[src/bgld_pkg.sv]
// bgld_pkg: constants, phase and code values, crc and kind helpers for the deframer
// no dependencies

package bgld_pkg;

  localparam int unsigned HDR_BYTES = 28;

  localparam logic [7:0]  SYNC0    = 8'hAA;
  localparam logic [7:0]  SYNC1    = 8'h44;
  localparam logic [7:0]  SYNC2    = 8'h12;
  localparam logic [31:0] CRC_POLY = 32'hEDB88320;

  localparam logic [15:0] MAX_PAYLOAD_RESET = 16'd992;

  localparam logic [2:0] PH_HUNT0 = 3'd0;
  localparam logic [2:0] PH_HUNT1 = 3'd1;
  localparam logic [2:0] PH_HUNT2 = 3'd2;
  localparam logic [2:0] PH_HEAD  = 3'd3;
  localparam logic [2:0] PH_BODY  = 3'd4;
  localparam logic [2:0] PH_TAIL  = 3'd5;

  localparam logic [2:0] KIND_EPHEM = 3'd0;
  localparam logic [2:0] KIND_IONO  = 3'd1;
  localparam logic [2:0] KIND_OBS   = 3'd2;
  localparam logic [2:0] KIND_POS   = 3'd3;
  localparam logic [2:0] KIND_OTHER = 3'd4;

  localparam logic [1:0] ST_CRC_GOOD = 2'd0;
  localparam logic [1:0] ST_CRC_BAD  = 2'd1;
  localparam logic [1:0] ST_OVERSIZE = 2'd2;

  localparam logic [15:0] ID_EPHEM = 16'd7;
  localparam logic [15:0] ID_IONO  = 16'd8;
  localparam logic [15:0] ID_OBS_A = 16'd43;
  localparam logic [15:0] ID_OBS_B = 16'd140;
  localparam logic [15:0] ID_POS   = 16'd47;

  // byte-wide reflected crc-32 update
  function automatic logic [31:0] crc_byte(input logic [31:0] c, input logic [7:0] b);
    logic [31:0] r;
    r = c ^ {24'd0, b};
    for (int i = 0; i < 8; i++) begin
      if (r[0]) begin
        r = (r >> 1) ^ CRC_POLY;
      end else begin
        r = r >> 1;
      end
    end
    return r;
  endfunction

  function automatic logic [2:0] kind_of(input logic [15:0] id);
    logic [2:0] k;
    if (id == ID_EPHEM) begin
      k = KIND_EPHEM;
    end else if (id == ID_IONO) begin
      k = KIND_IONO;
    end else if (id == ID_OBS_A || id == ID_OBS_B) begin
      k = KIND_OBS;
    end else if (id == ID_POS) begin
      k = KIND_POS;
    end else begin
      k = KIND_OTHER;
    end
    return k;
  endfunction

  localparam logic [31:0] CRC_SYNC = crc_byte(crc_byte(crc_byte(32'd0, SYNC0), SYNC1), SYNC2);

endpackage

[src/bgld_ifs.sv]
// bgld interfaces: byte stream, frame result and configuration write channels
// no dependencies

interface bgld_byte_if;
  logic       valid;
  logic       ready;
  logic [7:0] data_byte;
  modport source (output valid, output data_byte, input ready);
  modport sink (input valid, input data_byte, output ready);
endinterface

interface bgld_frame_if;
  logic        valid;
  logic        ready;
  logic [15:0] message_id;
  logic [15:0] payload_length;
  logic [15:0] gps_week;
  logic [31:0] week_ms;
  logic [2:0]  kind;
  logic [1:0]  status;
  modport source (output valid, output message_id, output payload_length, output gps_week,
                  output week_ms, output kind, output status, input ready);
  modport sink (input valid, input message_id, input payload_length, input gps_week,
                input week_ms, input kind, input status, output ready);
endinterface

interface bgld_cfg_if;
  logic        valid;
  logic        ready;
  logic [15:0] max_payload;
  modport source (output valid, output max_payload, input ready);
  modport sink (input valid, input max_payload, output ready);
endinterface

[src/binary_gnss_log_deframer.sv]
// binary_gnss_log_deframer: sync hunt, header capture, crc-32 check, one result per frame
// depends on bgld_pkg and the interfaces in bgld_ifs.sv
// result: registered, valid in the cycle after the beat holding the last crc byte
//   (or the last header byte when the length is oversize)
// throughput: one byte per cycle; input stalls only on the last header byte or the last
//   crc byte of a frame while the result register is still full
// reset (synchronous, active high): hunt for first sync byte, max_payload 992, no result

module binary_gnss_log_deframer
  import bgld_pkg::*;
(
  input  logic         clk,
  input  logic         rst,
  bgld_byte_if.sink    byte_in,
  bgld_cfg_if.sink     cfg,
  bgld_frame_if.source frame_out
);

  logic [15:0] max_payload;
  logic [2:0]  phase, phase_next;
  logic [15:0] byte_count, byte_count_next;
  logic [31:0] running_crc, running_crc_next;
  logic [15:0] held_id, held_id_next;
  logic [15:0] held_length, held_length_next;
  logic [15:0] held_week, held_week_next;
  logic [31:0] held_ms, held_ms_next;
  logic [31:0] received_crc, received_crc_next;
  logic        out_valid;
  logic        emit;
  logic [1:0]  emit_status;
  logic        end_slot;
  logic        in_fire;
  logic [7:0]  b;
  logic [15:0] cnt_inc;
  logic [31:0] crc_upd;

  assign b        = byte_in.data_byte;
  assign cnt_inc  = byte_count + 16'd1;
  assign crc_upd  = crc_byte(running_crc, b);
  assign end_slot = (phase == PH_HEAD && byte_count == 16'(HDR_BYTES - 1)) ||
                    (phase == PH_TAIL && byte_count == 16'd3);

  assign byte_in.ready = !(out_valid && !frame_out.ready && end_slot);
  assign in_fire       = byte_in.valid && byte_in.ready;
  assign cfg.ready     = 1'b1;

  always_comb begin
    phase_next        = phase;
    byte_count_next   = byte_count;
    running_crc_next  = running_crc;
    held_id_next      = held_id;
    held_length_next  = held_length;
    held_week_next    = held_week;
    held_ms_next      = held_ms;
    received_crc_next = received_crc;
    emit              = 1'b0;
    emit_status       = ST_CRC_GOOD;
    case (phase)
      PH_HUNT0: begin
        phase_next = (b == SYNC0) ? PH_HUNT1 : PH_HUNT0;
      end
      PH_HUNT1: begin
        if (b == SYNC1) begin
          phase_next = PH_HUNT2;
        end else begin
          phase_next = (b == SYNC0) ? PH_HUNT1 : PH_HUNT0;
        end
      end
      PH_HUNT2: begin
        if (b == SYNC2) begin
          running_crc_next  = CRC_SYNC;
          held_id_next      = '0;
          held_length_next  = '0;
          held_week_next    = '0;
          held_ms_next      = '0;
          received_crc_next = '0;
          byte_count_next   = 16'd3;
          phase_next        = PH_HEAD;
        end else begin
          phase_next = (b == SYNC0) ? PH_HUNT1 : PH_HUNT0;
        end
      end
      PH_HEAD: begin
        running_crc_next = crc_upd;
        case (byte_count)
          16'd4:   held_id_next[7:0]      = b;
          16'd5:   held_id_next[15:8]     = b;
          16'd8:   held_length_next[7:0]  = b;
          16'd9:   held_length_next[15:8] = b;
          16'd14:  held_week_next[7:0]    = b;
          16'd15:  held_week_next[15:8]   = b;
          16'd16:  held_ms_next[7:0]      = b;
          16'd17:  held_ms_next[15:8]     = b;
          16'd18:  held_ms_next[23:16]    = b;
          16'd19:  held_ms_next[31:24]    = b;
          default: ;
        endcase
        byte_count_next = cnt_inc;
        if (cnt_inc >= 16'(HDR_BYTES)) begin
          byte_count_next = '0;
          if (held_length_next > max_payload) begin
            emit        = 1'b1;
            emit_status = ST_OVERSIZE;
            phase_next  = PH_HUNT0;
          end else begin
            phase_next = (held_length_next == 16'd0) ? PH_TAIL : PH_BODY;
          end
        end
      end
      PH_BODY: begin
        running_crc_next = crc_upd;
        byte_count_next  = cnt_inc;
        if (cnt_inc >= held_length) begin
          byte_count_next = '0;
          phase_next      = PH_TAIL;
        end
      end
      PH_TAIL: begin
        received_crc_next = received_crc | (32'(b) << {byte_count[1:0], 3'b000});
        byte_count_next   = cnt_inc;
        if (cnt_inc >= 16'd4) begin
          emit            = 1'b1;
          emit_status     = (received_crc_next == running_crc) ? ST_CRC_GOOD : ST_CRC_BAD;
          phase_next      = PH_HUNT0;
          byte_count_next = '0;
        end
      end
      default: begin
        phase_next = PH_HUNT0;
      end
    endcase
  end

  always_ff @(posedge clk) begin
    if (rst) begin
      max_payload  <= MAX_PAYLOAD_RESET;
      phase        <= PH_HUNT0;
      byte_count   <= '0;
      running_crc  <= '0;
      held_id      <= '0;
      held_length  <= '0;
      held_week    <= '0;
      held_ms      <= '0;
      received_crc <= '0;
      out_valid    <= 1'b0;
    end else begin
      if (cfg.valid) begin
        max_payload <= cfg.max_payload;
      end
      if (in_fire) begin
        phase        <= phase_next;
        byte_count   <= byte_count_next;
        running_crc  <= running_crc_next;
        held_id      <= held_id_next;
        held_length  <= held_length_next;
        held_week    <= held_week_next;
        held_ms      <= held_ms_next;
        received_crc <= received_crc_next;
      end
      if (in_fire && emit) begin
        out_valid <= 1'b1;
      end else if (frame_out.ready) begin
        out_valid <= 1'b0;
      end
    end
  end

  // result register, payload only
  always_ff @(posedge clk) begin
    if (in_fire && emit) begin
      frame_out.message_id     <= held_id_next;
      frame_out.payload_length <= held_length_next;
      frame_out.gps_week       <= held_week_next;
      frame_out.week_ms        <= held_ms_next;
      frame_out.kind           <= kind_of(held_id_next);
      frame_out.status         <= emit_status;
    end
  end

  assign frame_out.valid = out_valid;

endmodule

[src/flat_wrapper.sv]
// flat-port wrapper written by rule: the top's interface ports become plain ports
module binary_gnss_log_deframer_flat import bgld_pkg::*;
  (clk, rst, byte_in_valid, byte_in_data_byte, byte_in_ready, cfg_valid, cfg_max_payload, cfg_ready, frame_out_valid, frame_out_message_id, frame_out_payload_length, frame_out_gps_week, frame_out_week_ms, frame_out_kind, frame_out_status, frame_out_ready);
  bgld_byte_if byte_in_i ();
  bgld_cfg_if cfg_i ();
  bgld_frame_if frame_out_i ();
  input  logic clk;
  input  logic rst;
  input wire logic [$bits(byte_in_i.valid)-1:0] byte_in_valid;
  input wire logic [$bits(byte_in_i.data_byte)-1:0] byte_in_data_byte;
  output wire logic [$bits(byte_in_i.ready)-1:0] byte_in_ready;
  input wire logic [$bits(cfg_i.valid)-1:0] cfg_valid;
  input wire logic [$bits(cfg_i.max_payload)-1:0] cfg_max_payload;
  output wire logic [$bits(cfg_i.ready)-1:0] cfg_ready;
  output wire logic [$bits(frame_out_i.valid)-1:0] frame_out_valid;
  output wire logic [$bits(frame_out_i.message_id)-1:0] frame_out_message_id;
  output wire logic [$bits(frame_out_i.payload_length)-1:0] frame_out_payload_length;
  output wire logic [$bits(frame_out_i.gps_week)-1:0] frame_out_gps_week;
  output wire logic [$bits(frame_out_i.week_ms)-1:0] frame_out_week_ms;
  output wire logic [$bits(frame_out_i.kind)-1:0] frame_out_kind;
  output wire logic [$bits(frame_out_i.status)-1:0] frame_out_status;
  input wire logic [$bits(frame_out_i.ready)-1:0] frame_out_ready;
  assign byte_in_i.valid = byte_in_valid;
  assign byte_in_i.data_byte = byte_in_data_byte;
  assign byte_in_ready = byte_in_i.ready;
  assign cfg_i.valid = cfg_valid;
  assign cfg_i.max_payload = cfg_max_payload;
  assign cfg_ready = cfg_i.ready;
  assign frame_out_valid = frame_out_i.valid;
  assign frame_out_message_id = frame_out_i.message_id;
  assign frame_out_payload_length = frame_out_i.payload_length;
  assign frame_out_gps_week = frame_out_i.gps_week;
  assign frame_out_week_ms = frame_out_i.week_ms;
  assign frame_out_kind = frame_out_i.kind;
  assign frame_out_status = frame_out_i.status;
  assign frame_out_i.ready = frame_out_ready;
  binary_gnss_log_deframer u_core (.clk(clk), .rst(rst), .byte_in(byte_in_i), .cfg(cfg_i), .frame_out(frame_out_i));
endmodule
[config.mk]
export PLATFORM = sky130hd
export DESIGN_NAME = binary_gnss_log_deframer_flat
export DESIGN_NICKNAME = d
export VERILOG_FILES = /design/src/bgld_pkg.sv /design/src/bgld_ifs.sv /design/src/binary_gnss_log_deframer.sv /design/src/flat_wrapper.sv
export SDC_FILE = /design/constraint.sdc
export NUM_CORES = 1
export LEC_CHECK = 0
export BUFFER_PORTS_ARGS = -buffer_cell sky130_fd_sc_hd__clkbuf_2
export CAP_MARGIN = 20
export CORE_MARGIN = 1
export CORE_UTILIZATION = 55
export DETAILED_ROUTE_END_ITERATION = 10
export PLACE_DENSITY = 0.84
export SLEW_MARGIN = 10
export SYNTH_ARGS = -nofsm -noshare
export SYNTH_HDL_FRONTEND = slang
export SYNTH_SLANG_ARGS = --single-unit
export TNS_END_PERCENT = 5
[constraint.sdc]
create_clock -name clk -period 11.2 [get_ports clk]
set_clock_uncertainty 0.2 [all_clocks]
set_input_delay 0.56 -clock clk [delete_from_list [all_inputs] [get_ports clk]]
set_output_delay 0.56 -clock clk [all_outputs]
set_load 0.005 [all_outputs]
Word-level counts from Yosys, hierarchy flattened
Cells that the tools add are included.

word-level totals
  register bits after elaboration = 265
  output and inout port bits = 88
  word-level logic and storage cells = 147

cells by class
  shift operators = 1
  multiplexer cells = 60
  add/sub/neg operators = 1
  reduce and logical (&&, ||, !) cells = 23
  equal/unequal tests = 30
  bitwise logic cells = 10
  $lt $le $gt $ge = 4

operators by type and width
  operator               number
  $mux 32                11
  $pmux 32 s2            3
  $mux 16                7
  $not 13->14            8
  $mux 8                 12
  $pmux 16 s2            3
  $eq 16x4->1 const B    5
  $eq 16x5->1 const B    5
  $pmux 16 s4            1
  $eq 16x3->1 const B    3
  $eq 16x6->1 const B    2
  $eq 32x32->1           1
  $or 32x32->32          1
  $shl 8x5->32           1
  $xor 32x8->32          1
  $mux 3                 7
  $pmux 3 s6             1
  $add 16x1->16 const B  1
  $eq 16x2->1 const B    1
  $eq 16x8->1 const B    1
  $ge 16x16->1           1
  $ge 16x3->1 const B    1
  $ge 16x5->1 const B    1
  $gt 16x16->1           1
  23 further kinds       50

Depth between registers and ports, before layout
  word-level depth = 18
  depth in mapped cells = 14
  mapped depth without buffers = 13

Worst setup path after synthesis
Ideal clock, no wire load.

  path kind = register to register
  start point = reg u_core.byte_count[8]
  end point = reg u_core.frame_out.gps_week[0] (enable)
  data required time = 10.444 ns
  data arrival time = 7.223 ns
  cell stages (with the launch flop) = 14
  clock period less this slack = 7.979 ns
  slack = 3.221 ns
  cell sequence = dfxtp_1 -> clkbuf_1 -> or4_1 -> nor4_2 -> nand3_1 -> buf_2 -> mux2_2 -> ha_1 -> and4_1 -> nand4_1 -> a21o_1 -> a31oi_1 -> o311ai_1 -> a21oi_1

on the way
  cells in the longest elaborated chain, start to end = 8
  elaborated cells between the ends (all ways) = 23
  those cells by class = add/sub: 1; order compare: 3; eq/ne: 4; mux: 8; reduce/logical: 7

RTL lines
  what                                                   line                             source
  from (decl)                                            binary_gnss_log_deframer.sv:21   logic [15:0] byte_count, byte_count_next;
  from (signal assigned)                                 binary_gnss_log_deframer.sv:152  byte_count <= byte_count_next;
  branches (longest 7 deep; another with $add 16x1->16)  n/a
  $logic_and 1x1->1 (*)                                  binary_gnss_log_deframer.sv:170  if (in_fire && emit) begin
  to (signal assigned)                                   binary_gnss_log_deframer.sv:173  frame_out.gps_week <= held_week_next;
  to (decl)                                              bgld_ifs.sv:21                   modport source (output valid, output message_id, output payload_length, output gps_week,

Every way passes the cells marked *. The select of a mux whose other input is x is not followed.
A chain may end at the register's enable or synchronous reset.

Final worst setup path
  start point = reg u_core.byte_count[9]
  end point = reg u_core.frame_out.week_ms[28] (enable)

on the way
  cells in the longest elaborated chain, start to end = 8
  elaborated cells between the ends (all ways) = 23
  those cells by class = add/sub: 1; order compare: 3; eq/ne: 4; mux: 8; reduce/logical: 7

RTL lines
  what                                                   line                             source
  branches (longest 7 deep; another with $add 16x1->16)  n/a
  $logic_and 1x1->1 (*)                                  binary_gnss_log_deframer.sv:170
  to (signal assigned)                                   binary_gnss_log_deframer.sv:174  frame_out.week_ms <= held_ms_next;
  to (decl)                                              bgld_ifs.sv:22                   output week_ms, output kind, output status, input ready);

Marks and branches as above.

==> summary.md <==
| Metric | Value |
|---|---|
| CTS tree | done |
| Largest net degree at the start of global routing | 98 |
| Flops & latches, synth | 265 |
| Pwr Density | 143 nW/µm² |
| Slew Limit Fails | 0 |
| DRC | 0 |
| GR Util All Layers | 0.277 |
| # nets final | 1477 |
| Final hold viol count | 0 |
| Cts hold-fix bufs | 0 |
| Die footprint | 24700 µm² |
| Syn nets | 1430 |
| Seq/Total Area, Yosys | 0.464 |
| Slew HR | 0.270 |
| CTS sink cnt | 265 |
| First-pass DRT Iterations | 5 |
| # port buffers | 115 |
| Worst setup SP type | flop |
| Top-area cell type share of the netlist area | 0.272 |
| Drt total wl | 34.8 mm |
| First-pass GRT wire length | 53.9 mm |
| Cell taking the most area after synthesis | dfxtp_1 |
| Worst Path Buf+Inv | 1 |
| Fmax | 176 MHz |
| VDD IR max | 0.116 mV |
| Top cells by count, synth | dfxtp_1, nor2_1, a22oi_1, edfxtp_1, clkbuf_1 |
| RSZ-0062 raised after global routing | false |
| Synth top area cells | dfxtp_1, edfxtp_1, a22oi_1 |
| Root Driver | clkbuf_16 |
| Post-synth ARST share | 0 |
| Req. time, crit path | 11.16 ns |
| ANT cells | 0 |
| Reg2reg start | u_core.byte_count[9] |
| Outcome | finished, final reports clean |
| Area delta synth->final | 12.3% |
| Remaining Overflow, GRT | 0 |
| Cells after DPL | 1699 |
| WL/cell | 19.9 µm |
| Via density | 6.22 |
| Hold path cells | 3 |
| Primary FF master, synth | dfxtp_1 |
| Arrival @ worst endpoint | 5.65 ns |
| Reg clk slew, reported paths | 0.06 ns |
| CP startpoint | u_core.byte_count[9] |
| ANT nets after route | 0 |
| Syn Area/Cell | 9.71 µm² |
| CP Cell Sequence | or4_1, nor4_2, nand3_1, mux2_2, ha_1, and4_1, nand4_1, a21o_1, a31oi_1, o311ai_1, a21oi_4, buf_4 |
| CP top delay family | simple AND/OR/NAND/NOR gates |
| Yosys cell types | 79 |
| Vias | 10900 |
| IO Count | 117 |
| Worst R2R Path Depth | 12 |
| Slowest cell delay on critical path | 0.79 ns |
| Setup TNS | 0 ns |
| Placement-stage cell area | 13900 µm² |
| Post-synth EDFFs | 85 |
| Die Span Y | 157 µm |
| # rows | 56 |
| Final HPWL DP | 22.4 mm |
| Ys Warns | 0 |
| Worst hold path class | in2reg |
| Layout cells sized above 1 | 0.163 |
| Final std cells w/o fill | 1752 |
| Die width | 157 µm |
| Post-CTS Setup Inserts | 0 |
| Iteration-0 DRC Markers | 1210 |
| Hold Path Sink | u_core.max_payload[5] |
| Vias in the first global route | 9943 |
| CTS HTree Levels | 1 |
| Worst-path fanout max | 85 |
| Tightest Pin Transition | 1.10 ns |
| Final Critical Period | 5.69 ns |
| Synthesized area | 13300 µm² |
| Final Cell Area | 14900 µm² |
| Slowest CP cell | buf_4 |
| Hold Startpoint | cfg_max_payload[5] |
| Clock Path Buffers | 3 |
| Flop-to-flop setup slack | 5.51 ns |
| Gpl congestion | 0.943 |
| # setup viols final | 0 |
| Crit end category | flop |
| Starting density of the core | 0.563 |
| Initial antenna violation count | 0 |
| Most frequent cell after synthesis | dfxtp_1 |
| Num CTS Buffers | 27 |
| Max-cap viol count | 0 |
| Final Cycle Share | 0.508 |
| Clk Latency, worst-skew pair | 0.54 ns |
| Cells resized by post-CTS repair | 0 |
| Crit Path Class | reg2reg |
| Core ar. | 23500 µm² |
| Static leakage | 5.65 nW |
| Cells after synthesis | 1365 |
| Reg2Reg Capture Point | u_core.frame_out.week_ms[28] |
[report_power, final]
group / internal, mW / switching (mW)
sequential: 0.992 / 0.00607
clock: 0.585 / 0.385
combinational: 0.0587 / 0.0983
[state kept, by name, summed over array words and instances (netlist names)]
signal,flops
u_core.frame_out.week_ms,32
u_core.held_ms,32
u_core.received_crc,32
u_core.running_crc,32
u_core.byte_count,16
u_core.frame_out.gps_week,16
u_core.frame_out.message_id,16
u_core.frame_out.payload_length,16
u_core.held_id,16
u_core.held_length,16
u_core.held_week,16
u_core.max_payload,16
u_core.frame_out.kind,3
u_core.phase,3
u_core.frame_out.status,2
u_core.frame_out.valid,1
[worst max-delay path by stage]
stage                     slack, ns                            to  cells after the start
final                          5.51  u_core.frame_out.week_ms[28]                     12
after global routing           5.31  u_core.frame_out.week_ms[16]                     12
after CTS                      5.61  u_core.frame_out.gps_week[3]                     12
after detailed placement       5.62   u_core.frame_out.week_ms[4]                     12
after global placement         5.83  u_core.frame_out.week_ms[22]                     12
after floorplan                3.22  u_core.frame_out.gps_week[0]                     13
[cells in the final DEF, fill, tap and decap left out, types with 7 or more instances in the layout]
| cell type | n |
|---|---|
| edfxtp_1 | 85 |
| a32oi_1 | 7 |
| nand3_1 | 15 |
| nor4_1 | 15 |
| mux2i_1 | 18 |
| nand2_1 | 77 |
| and3_1 | 12 |
| mux2_2 | 16 |
| and2_1 | 9 |
| or3_1 | 8 |
| xnor2_1 | 68 |
| nand4_1 | 15 |
| o221a_2 | 8 |
| dfxtp_1 | 180 |
| a211oi_1 | 8 |
| or2_2 | 12 |
| nor2_1 | 157 |
| a21o_1 | 11 |
| o21ai_0 | 17 |
| inv_1 | 42 |
| clkbuf_2 | 115 |
| a22oi_1 | 94 |
| clkbuf_16 | 28 |
| ha_1 | 36 |
| o211ai_1 | 10 |
| a31oi_1 | 18 |
| a22o_1 | 77 |
| a21oi_1 | 75 |
| buf_4 | 17 |
| nor3_1 | 23 |
| o22ai_1 | 8 |
| xor2_1 | 47 |
[per-stage QoR]
| step | utilization | power, mW | setup WS (ns) | hold WS [ns] |
|---|---|---|---|---|
| floorplan | - | 1.13 | 3.22 | 0.237 |
| global placement | 0.591 | 1.17 | 5.83 | 0.241 |
| detailed placement | 0.591 | 1.17 | 5.62 | 0.249 |
| CTS | 0.631 | 2.13 | 5.61 | 0.0466 |
| global route | 0.632 | 2.19 | 5.31 | 0.0717 |
| finish | 0.632 | 2.13 | 5.51 | 0.0518 |
[tightest hold or removal path, stage by stage]
cell and delay [ns]:
clkbuf_2 0.08, nand2_1 0.05, o211ai_1 0.06
[kinds of logic after synthesis]
| logic type | synth area share |
|---|---|
| XOR/XNOR | 0.0801 |
| AO/OA/AOI/OAI | 0.207 |
| flip-flops | 0.464 |
| other | 0.000283 |
| buffers and inverters | 0.0482 |
| AND/OR/NAND/NOR | 0.139 |
| multiplexers | 0.0272 |
| adder cells (fa/ha/maj) | 0.0340 |
[final cells by class]
| type | instances | area [µm²] |
|---|---|---|
| clock buffer | 32 | 736 |
| clock inverter | 18 | 225 |
| fill | 1888 | 8650 |
| inverter | 43 | 161 |
| multi-input combinational | 941 | 6490 |
| sequential | 265 | 6160 |
| tap | 319 | 399 |
| timing repair buffer | 134 | 723 |
[routing by layer]
layer | GRT usage | part of all wire
met5 | 0 | 0
met4 | 0.102 | 0.029
met3 | 0.0333 | 0.077
met2 | 0.448 | 0.46
met1 | 0.381 | 0.43
Note: power is estimated with default switching activity, not from simulation.
